### config.mk
export PLATFORM = sky130hd
export DESIGN_NAME = hid_keyboard_report_slots_flat
export DESIGN_NICKNAME = d
export VERILOG_FILES = /design/src/rtl/hkr_pkg.sv /design/src/rtl/hkr_if.sv /design/src/rtl/hkr_ctrl.sv /design/src/rtl/hkr_dp.sv /design/src/rtl/hid_keyboard_report_slots.sv /design/src/flat_wrapper.sv
export SDC_FILE = /design/constraint.sdc
export NUM_CORES = 1
export LEC_CHECK = 0
export BUFFER_PORTS_ARGS = -buffer_cell sky130_fd_sc_hd__buf_2
export CORE_ASPECT_RATIO = 1.2
export CORE_MARGIN = 2
export CORE_UTILIZATION = 57
export CTS_BUF_LIST = sky130_fd_sc_hd__clkbuf_8
export CTS_CLUSTER_SIZE = 24
export DETAILED_ROUTE_END_ITERATION = 8
export PLACE_DENSITY = 0.82
export SYNTH_ARGS = -nofsm -noshare
export SYNTH_HDL_FRONTEND = slang
export SYNTH_SLANG_ARGS = --single-unit
export TNS_END_PERCENT = 5
### constraint.sdc
create_clock -name clk_i -period 3.5 [get_ports clk_i]
set_clock_uncertainty 0.2 [all_clocks]
set_input_delay 0.7 -clock clk_i [delete_from_list [all_inputs] [get_ports clk_i]]
set_output_delay 0.7 -clock clk_i [all_outputs]
set_load 0.01 [all_outputs]
### src/rtl/hkr_pkg.sv
// hkr_pkg: shared types and constants for the keyboard report keeper
// no dependencies

package hkr_pkg;

  localparam int unsigned REPORT_SLOTS = 6;

  localparam logic [7:0] MOD_PREFIX   = 8'h80;
  localparam logic [7:0] USAGE_PREFIX = 8'h40;
  localparam logic [7:0] EMPTY_CODE   = 8'h00;

  localparam logic OP_PRESS   = 1'b0;
  localparam logic OP_RELEASE = 1'b1;

  typedef enum logic [1:0] {
    ST_IDLE,
    ST_SCAN,
    ST_COMMIT,
    ST_OUT
  } hkr_state_e;

  // commands from controller to datapath
  typedef struct packed {
    logic load;
    logic step;
    logic commit;
  } hkr_cmd_t;

  // status from datapath to controller
  typedef struct packed {
    logic scan_last;
  } hkr_sts_t;

  typedef struct packed {
    logic [7:0]                   modifier_bits;
    logic [REPORT_SLOTS-1:0][7:0] slot_codes;
  } hkr_report_t;

endpackage

### src/rtl/hkr_if.sv
// hkr_in_if / hkr_out_if: valid-ready channels for key events and reports
// no dependencies

interface hkr_in_if;
  logic        valid;
  logic        ready;
  logic        op;
  logic [15:0] key_code;

  modport source (output valid, output op, output key_code, input ready);
  modport sink   (input valid, input op, input key_code, output ready);
endinterface

interface hkr_out_if;
  logic       valid;
  logic       ready;
  logic [7:0] modifier_bits;
  logic [7:0] slot0_code;
  logic [7:0] slot1_code;
  logic [7:0] slot2_code;
  logic [7:0] slot3_code;
  logic [7:0] slot4_code;
  logic [7:0] slot5_code;

  modport source (output valid, output modifier_bits, output slot0_code,
                  output slot1_code, output slot2_code, output slot3_code,
                  output slot4_code, output slot5_code, input ready);
  modport sink   (input valid, input modifier_bits, input slot0_code,
                  input slot1_code, input slot2_code, input slot3_code,
                  input slot4_code, input slot5_code, output ready);
endinterface

### src/rtl/hkr_ctrl.sv
// hkr_ctrl: sequencer for accept, slot scan, commit and report handoff
// depends on hkr_pkg

module hkr_ctrl
  import hkr_pkg::*;
(
  input  logic     clk_i,
  input  logic     rst_ni,
  input  logic     in_valid_i,
  output logic     in_ready_o,
  output logic     out_valid_o,
  input  logic     out_ready_i,
  input  hkr_sts_t sts_i,
  output hkr_cmd_t cmd_o
);

  hkr_state_e state_q, state_d;

  always_ff @(posedge clk_i or negedge rst_ni) begin
    if (!rst_ni) begin
      state_q <= ST_IDLE;
    end else begin
      state_q <= state_d;
    end
  end

  always_comb begin
    state_d     = state_q;
    in_ready_o  = 1'b0;
    out_valid_o = 1'b0;
    cmd_o       = '0;
    case (state_q)
      ST_IDLE: begin
        in_ready_o = 1'b1;
        if (in_valid_i) begin
          cmd_o.load = 1'b1;
          state_d    = ST_SCAN;
        end
      end
      ST_SCAN: begin
        cmd_o.step = 1'b1;
        if (sts_i.scan_last) begin
          state_d = ST_COMMIT;
        end
      end
      ST_COMMIT: begin
        cmd_o.commit = 1'b1;
        state_d      = ST_OUT;
      end
      ST_OUT: begin
        out_valid_o = 1'b1;
        if (out_ready_i) begin
          state_d = ST_IDLE;
        end
      end
      default: begin
        state_d = ST_IDLE;
      end
    endcase
  end

endmodule

### src/rtl/hkr_dp.sv
// hkr_dp: modifier byte, key slots, one-slot-a-cycle search and update
// depends on hkr_pkg

module hkr_dp
  import hkr_pkg::*;
#(
  parameter int unsigned SLOT_COUNT = 6
) (
  input  logic        clk_i,
  input  logic        rst_ni,
  input  hkr_cmd_t    cmd_i,
  input  logic        op_i,
  input  logic [15:0] key_code_i,
  output hkr_sts_t    sts_o,
  output hkr_report_t report_o
);

  localparam int unsigned IdxW = (SLOT_COUNT > 1) ? $clog2(SLOT_COUNT) : 1;
  localparam logic [IdxW-1:0] LastIdx = IdxW'(SLOT_COUNT - 1);

  logic [7:0]            mods_q, mods_d;
  logic [7:0]            slots_q [SLOT_COUNT];
  logic [7:0]            slots_d [SLOT_COUNT];
  logic                  op_q;
  logic [15:0]           code_q;
  logic [IdxW-1:0]       idx_q, idx_d;
  logic                  found_q, found_d, empty_q, empty_d;
  logic [IdxW-1:0]       found_idx_q, found_idx_d, empty_idx_q, empty_idx_d;
  logic [7:0]            low, prefix, cur;

  assign low    = code_q[7:0];
  assign prefix = code_q[15:8];
  assign cur    = slots_q[idx_q];

  assign sts_o.scan_last = (idx_q == LastIdx);

  always_comb begin
    mods_d      = mods_q;
    slots_d     = slots_q;
    idx_d       = idx_q;
    found_d     = found_q;
    empty_d     = empty_q;
    found_idx_d = found_idx_q;
    empty_idx_d = empty_idx_q;
    if (cmd_i.load) begin
      idx_d   = '0;
      found_d = 1'b0;
      empty_d = 1'b0;
    end
    if (cmd_i.step) begin
      // remember the first matching slot and the first empty one
      if (!found_q && cur == low) begin
        found_d     = 1'b1;
        found_idx_d = idx_q;
      end
      if (!empty_q && cur == EMPTY_CODE) begin
        empty_d     = 1'b1;
        empty_idx_d = idx_q;
      end
      if (!sts_o.scan_last) begin
        idx_d = idx_q + 1'b1;
      end
    end
    if (cmd_i.commit) begin
      if (prefix == MOD_PREFIX) begin
        if (op_q == OP_RELEASE) begin
          mods_d = mods_q & ~low;
        end else begin
          mods_d = mods_q | low;
        end
      end else if (prefix == USAGE_PREFIX && low != EMPTY_CODE) begin
        if (op_q == OP_RELEASE) begin
          if (found_q) begin
            slots_d[found_idx_q] = EMPTY_CODE;
          end
        end else if (!found_q && empty_q) begin
          slots_d[empty_idx_q] = low;
        end
      end
    end
  end

  always_ff @(posedge clk_i or negedge rst_ni) begin
    if (!rst_ni) begin
      mods_q <= '0;
      for (int i = 0; i < SLOT_COUNT; i++) begin
        slots_q[i] <= EMPTY_CODE;
      end
      idx_q   <= '0;
      found_q <= 1'b0;
      empty_q <= 1'b0;
    end else begin
      mods_q  <= mods_d;
      slots_q <= slots_d;
      idx_q   <= idx_d;
      found_q <= found_d;
      empty_q <= empty_d;
    end
  end

  always_ff @(posedge clk_i) begin
    if (cmd_i.load) begin
      op_q   <= op_i;
      code_q <= key_code_i;
    end
    found_idx_q <= found_idx_d;
    empty_idx_q <= empty_idx_d;
  end

  assign report_o.modifier_bits = mods_q;

  for (genvar j = 0; j < REPORT_SLOTS; j++) begin : g_report
    if (j < SLOT_COUNT) begin : g_slot
      assign report_o.slot_codes[j] = slots_q[j];
    end else begin : g_none
      assign report_o.slot_codes[j] = EMPTY_CODE;
    end
  end

endmodule

### src/rtl/hid_keyboard_report_slots.sv
// an accepted word is registered, then the datapath searches one slot a cycle (SCAN),
// updates the modifiers or a slot (COMMIT) and raises report valid (OUT); a new word
// is taken only after the report is taken, so a stalled report side holds the input
// reset: asynchronous, active low; clears the modifiers and empties all slots
// hid_keyboard_report_slots: top level, joins controller, datapath and channels
// depends on hkr_pkg, hkr_if, hkr_ctrl, hkr_dp

module hid_keyboard_report_slots
  import hkr_pkg::*;
#(
  parameter int unsigned SLOT_COUNT = 6
) (
  input  logic      clk_i,
  input  logic      rst_ni,
  hkr_in_if.sink    in_i,
  hkr_out_if.source out_o
);

  hkr_cmd_t    cmd;
  hkr_sts_t    sts;
  hkr_report_t report;

  hkr_ctrl u_ctrl (
    .clk_i       (clk_i),
    .rst_ni      (rst_ni),
    .in_valid_i  (in_i.valid),
    .in_ready_o  (in_i.ready),
    .out_valid_o (out_o.valid),
    .out_ready_i (out_o.ready),
    .sts_i       (sts),
    .cmd_o       (cmd)
  );

  hkr_dp #(
    .SLOT_COUNT (SLOT_COUNT)
  ) u_dp (
    .clk_i      (clk_i),
    .rst_ni     (rst_ni),
    .cmd_i      (cmd),
    .op_i       (in_i.op),
    .key_code_i (in_i.key_code),
    .sts_o      (sts),
    .report_o   (report)
  );

  assign out_o.modifier_bits = report.modifier_bits;
  assign out_o.slot0_code    = report.slot_codes[0];
  assign out_o.slot1_code    = report.slot_codes[1];
  assign out_o.slot2_code    = report.slot_codes[2];
  assign out_o.slot3_code    = report.slot_codes[3];
  assign out_o.slot4_code    = report.slot_codes[4];
  assign out_o.slot5_code    = report.slot_codes[5];

endmodule

### src/flat_wrapper.sv
// flat-port wrapper written by rule: the top's interface ports become plain ports
module hid_keyboard_report_slots_flat import hkr_pkg::*;
#(
  parameter int unsigned SLOT_COUNT = 6
)
  (clk_i, rst_ni, in_i_valid, in_i_op, in_i_key_code, in_i_ready, out_o_valid, out_o_modifier_bits, out_o_slot0_code, out_o_slot1_code, out_o_slot2_code, out_o_slot3_code, out_o_slot4_code, out_o_slot5_code, out_o_ready);
  hkr_in_if in_i_i ();
  hkr_out_if out_o_i ();
  input  logic clk_i;
  input  logic rst_ni;
  input wire logic [$bits(in_i_i.valid)-1:0] in_i_valid;
  input wire logic [$bits(in_i_i.op)-1:0] in_i_op;
  input wire logic [$bits(in_i_i.key_code)-1:0] in_i_key_code;
  output wire logic [$bits(in_i_i.ready)-1:0] in_i_ready;
  output wire logic [$bits(out_o_i.valid)-1:0] out_o_valid;
  output wire logic [$bits(out_o_i.modifier_bits)-1:0] out_o_modifier_bits;
  output wire logic [$bits(out_o_i.slot0_code)-1:0] out_o_slot0_code;
  output wire logic [$bits(out_o_i.slot1_code)-1:0] out_o_slot1_code;
  output wire logic [$bits(out_o_i.slot2_code)-1:0] out_o_slot2_code;
  output wire logic [$bits(out_o_i.slot3_code)-1:0] out_o_slot3_code;
  output wire logic [$bits(out_o_i.slot4_code)-1:0] out_o_slot4_code;
  output wire logic [$bits(out_o_i.slot5_code)-1:0] out_o_slot5_code;
  input wire logic [$bits(out_o_i.ready)-1:0] out_o_ready;
  assign in_i_i.valid = in_i_valid;
  assign in_i_i.op = in_i_op;
  assign in_i_i.key_code = in_i_key_code;
  assign in_i_ready = in_i_i.ready;
  assign out_o_valid = out_o_i.valid;
  assign out_o_modifier_bits = out_o_i.modifier_bits;
  assign out_o_slot0_code = out_o_i.slot0_code;
  assign out_o_slot1_code = out_o_i.slot1_code;
  assign out_o_slot2_code = out_o_i.slot2_code;
  assign out_o_slot3_code = out_o_i.slot3_code;
  assign out_o_slot4_code = out_o_i.slot4_code;
  assign out_o_slot5_code = out_o_i.slot5_code;
  assign out_o_i.ready = out_o_ready;
  hid_keyboard_report_slots #(.SLOT_COUNT(SLOT_COUNT)) u_core (.clk_i(clk_i), .rst_ni(rst_ni), .in_i(in_i_i), .out_o(out_o_i));
endmodule
[Yosys cells after proc, flatten, opt, wreduce, memory -nomap -nowiden]
Cells that the tools add are included.
Word-level totals
  register bits: 86
  output and inout bits: 58
Cells by class
  add/subtract/negate cells: 1
  $lt $le $gt $ge: 5
  equal/unequal tests: 11
  multiplexer cells: 31
  bitwise operators: 9
  reductions and logical operators: 17
Operators with widths (count)
  $mux W48: 3
  $and A48 B48 Y48: 1
  $bwmux W48: 1
  $demux W8 S3: 2
  $not A48 Y48: 1
  $mux W8: 5
  $bmux W8 S3: 1
  $ge A4 B4 Y1 const B: 3
  $mux W1: 12
  $not A3 Y4: 3
  $mux W3: 3
  $and A8 B8 Y8: 1
  $eq A8 B7 Y1 const B: 1
  $eq A8 B8 Y1: 1
  $eq A8 B8 Y1 const B: 1
  $logic_not A8 Y1: 1
  $lt A4 B1 Y1 const B: 2
  $not A8 Y8: 1
  $or A8 B8 Y8: 1
  $pmux W2 S4: 1
  $reduce_bool A8 Y1: 1
  $logic_and A1 B1 Y1: 6
  $mux W2: 3
  $reduce_and A2 Y1: 3
  other kinds (12): 16

[Depth between registers and ports, before layout]
  depth in word-level cells: 9
  depth in mapped cells: 9
  depth with buffers taken out: 8

[Cells and area by module]
A second synthesis with hierarchy kept.
Unflattened totals
  cell total of the unflattened synthesis: 326
  area total of the unflattened synthesis: 4134.0 um2
By module, submodules not included
  hkr_dp: times used 1, cells each 310, area each 3972.6 um2, seq. area each 2217.1 um2
  hkr_ctrl: times used 1, cells each 16, area each 161.4 um2, seq. area each 50.0 um2

[Worst setup path before layout]
Ideal clock, no wire load.
  path kind: reg-to-reg
  start point: register u_core.u_ctrl.state_q[0]
  end point: register u_core.u_dp.slots_q, in the netlist u_core.u_dp.report_o[24]
  library setup time: 0.121 ns
  arrival: 2.386 ns
  slack: 0.793 ns
  cell stages (with the launch flop): 9
  path buffers: 0
  period minus slack after synthesis: 2.707 ns
  cell sequence: dfrtp_1 inv_1 ha_1 or4b_1 nor4_4 nand4b_4 nor4_4 a41oi_2 a22o_2
Between the ends
  longest elaborated chain between the ends: 3
RTL lines
  from (decl): RTL line hkr_ctrl.sv:17  | hkr_state_e state_q, state_d;
  from (signal assigned): RTL line hkr_ctrl.sv:23  | state_q <= state_d;
  $eq A2 B2 Y1: RTL line hkr_ctrl.sv:32  | case (state_q)
  $mux W1: RTL line hkr_ctrl.sv:32
  $reduce_and A5 Y1 (no line)
  to (signal assigned): RTL line hkr_dp.sv:94  | slots_q <= slots_d;
  to (decl): RTL line hkr_dp.sv:22  | logic [7:0] slots_q [SLOT_COUNT];
No other way between the ends.
A chain may end at the register's enable or synchronous reset.

[Worst setup path after layout]
  start point: register u_core.u_ctrl.state_q[0]
  end point: register u_core.u_dp.slots_q, in the netlist u_core.u_dp.report_o[31]
The elaborated chain is that of the path after synthesis.

==> results.tsv <==
metric	value	unit
cts_tree	built	
hold_depth	1	
setup_tns	0	ns
vias	3223	
cts_buffers	9	
via_per_inst	6.36	
route.detailed.drc	0	
port_buffers	78	
power.density	543	nW/µm²
rr_endpoint	u_core.u_dp.report_o[31]	
setup_viol	0	
initial_utilization	0.594	
final_area	4860	µm²
fin_crit_sh	0.861	
path_clk_slew	0.09	ns
drtIter0Drc	233	
cts_resized	0	
hold_buffers	1	
ys_seq_area_frac	0.553	
relSlewSlack	0.541	
rsz0062_at_grt	false	
place.gp.congestion	0.931	
drive_gt1_frac	0.329	
synth.most_common_cell	dfrtp_1	
critical_path_class	reg2reg	
postRouteAntennaNets	0	
antenna_found_initial	0	
r2r-start	u_core.u_ctrl.state_q[0]	
crit_chain	inv_1, ha_1, or4b_1, nor4_4, nand4b_4, nor4_4, a41oi_2, a22o_2	
worst-r2r-setup-slack	0.49	ns
place_ws	0.494	ns
crit_buf_inv	1	
synthArstFlopShare	0.733	
clock_latency	0.36	ns
crit_family	simple AND/OR/NAND/NOR gates	
yosysWarnings	0	
endpoint_kind	flip-flop	
tightest_slew	0.686	ns
min_path_type	reg2reg	
max_freq	332	MHz
die-area	7890	µm²
p_total	2.64	mW
ff2ff_path_depth	8	
dpl_cell_area	4640	µm²
synth_area_per_cell	12.5	µm²
grt_pass1_wl	16.9	mm
cp-startpoint	u_core.u_ctrl.state_q[0]	
n_fill_cell	487	
cts.sink_count	86	
ys.flop_type	dfrtp_1	
synth_seq_cells	86	
maxSlewViolCount	0	
grt_overflow	0	
grt_pass1_vias	3149	
outcome	finished clean	
synth-edff-count	23	
dp.cells	490	
hold_violations	0	
cpPeakStageDelay	0.53	ns
p_leak	2.36	nW
synth_top_cells_by_count	dfrtp_1 (63), a22o_1 (44), edfxtp_1 (23), nand2_1 (18), nor2_1 (18)	
vdd_ir_drop_max	449	µV
rows	33	
antennaDiodeCount	0	
wl_per_cell	20.8	µm
drt_pass1_iterations	5	
core	6900	µm²
die_h	96.9	µm
arrival	3.05	ns
syn-cell-area	4100	µm²
crit_cells	8	
dp_hpwl	7.44	mm
start_kind	flip-flop	
utilization	0.705	
crit_path_max_fanout	10	
finalWorstSetupSlack	0.487	ns
synthCells	329	
track_usage	0.287	
critPathRequiredTime	3.54	ns
hold_slack	0.283	ns
cts_root_buf	clkbuf_8	
cts_setup_buffers	0	
ios	79	
nets	443	
clockBufferDepth	2	
fin_cells	507	
synth.top_cell.area_share	0.385	
synth_nets	357	
yosys.cell_types.count	49	
h-tree-depth	3	
critPathSlowestCell	nor4_4	
areaGrowthSynthToFinish	18.6	%
drt-total-wl	10.5	mm
yosys.area.top_type	dfrtp_1	
drv_cap	0	
crit_top_cell	nor4_4	
synth_area_leaders	dfrtp_1 (38%), edfxtp_1 (17%), a22o_1 (9.4%), mux4_2 (3.8%), nor4_4 (2.6%)	
min_period	3.01	ns
grt_max_degree	33	
die_w	81.4	µm
-- routing by layer --
metal,GRT usage,vias up,share of wire
li1,-,1433,-
met2,0.469,182,0.52
met1,0.375,1583,0.38
met4,0.117,0,0.025
met3,0.0476,25,0.072
met5,0,-,0
-- sequential cells by signal, summed over array words and instances, names as in the netlist, named ones only --
signal and count:
u_core.u_dp.report_o 48, u_core.u_dp.code_q 16, u_core.u_dp.empty_idx_q 3, u_core.u_dp.found_idx_q 3
u_core.u_dp.idx_q 3, u_core.u_ctrl.state_q 2, u_core.u_dp.empty_q 1, u_core.u_dp.found_q 1
u_core.u_dp.op_q 1
-- area by class of cell --
class | instances | area [µm²] | area share
Inverter | 10 | 37.5 | 0.00773
Multi-Input combinational cell | 213 | 1720 | 0.353
Clock inverter | 5 | 57.6 | 0.0118
Sequential cell | 86 | 2270 | 0.467
Timing Repair Buffer | 95 | 520 | 0.107
Clock buffer | 11 | 151 | 0.0312
Tap cell | 87 | 109 | 0.0224
-- worst max-delay path by stage --
| stage | to | slack [ns] |
|---|---|---|
| 2_1_floorplan | u_core.u_dp.report_o[24] | 0.79 |
| 3_3_place_gp | u_core.u_dp.report_o[28] | 0.65 |
| 3_5_place_dp | u_core.u_dp.report_o[28] | 0.49 |
| 4_1_cts | u_core.u_dp.report_o[31] | 0.47 |
| 5_1_grt | u_core.u_dp.report_o[31] | 0.25 |
| 6_report | u_core.u_dp.report_o[31] | 0.49 |
-- logic make-up (layout without fill, tap and decap cells) --
kind of cell	Yosys count	in the layout	share of synthesized area
multiplexers	20	20	0.0718
flip-flops	86	86	0.553
XOR/XNOR	7	7	0.0150
buffers and inverters	30	121	0.0281
AO/OA/AOI/OAI	98	98	0.186
adder cells (fa/ha/maj)	7	7	0.0214
AND/OR/NAND/NOR	81	81	0.125
-- worst reg2reg max path, stage by stage, from the launching register on --
cell and delay (ns):
dfrtp_1 0.41, inv_1 0.13, ha_1 0.18, or4b_1 0.49
nor4_4 0.23, nand4b_4 0.27, nor4_4 0.53, a41oi_2 0.18
a22o_2 0.28
-- placed cells by master, fill, tap and decap left out, drive strengths merged, types with 10 or more instances in the layout --
cell type / instances
o21ai: 16
nand2: 18
buf: 94
a22o: 48
nor2: 18
dfrtp: 63
edfxtp: 23
nor3: 13
nor4: 10
clkbuf: 11
-- power breakdown --
group	internal, mW	switching [mW]	leakage (nW)	total, mW
registers	1.14	0.159	1.09	1.30
logic	0.258	0.367	1.17	0.624
clock network	0.369	0.345	0.109	0.714
No activity file was read; power rests on OpenSTA's default activity.
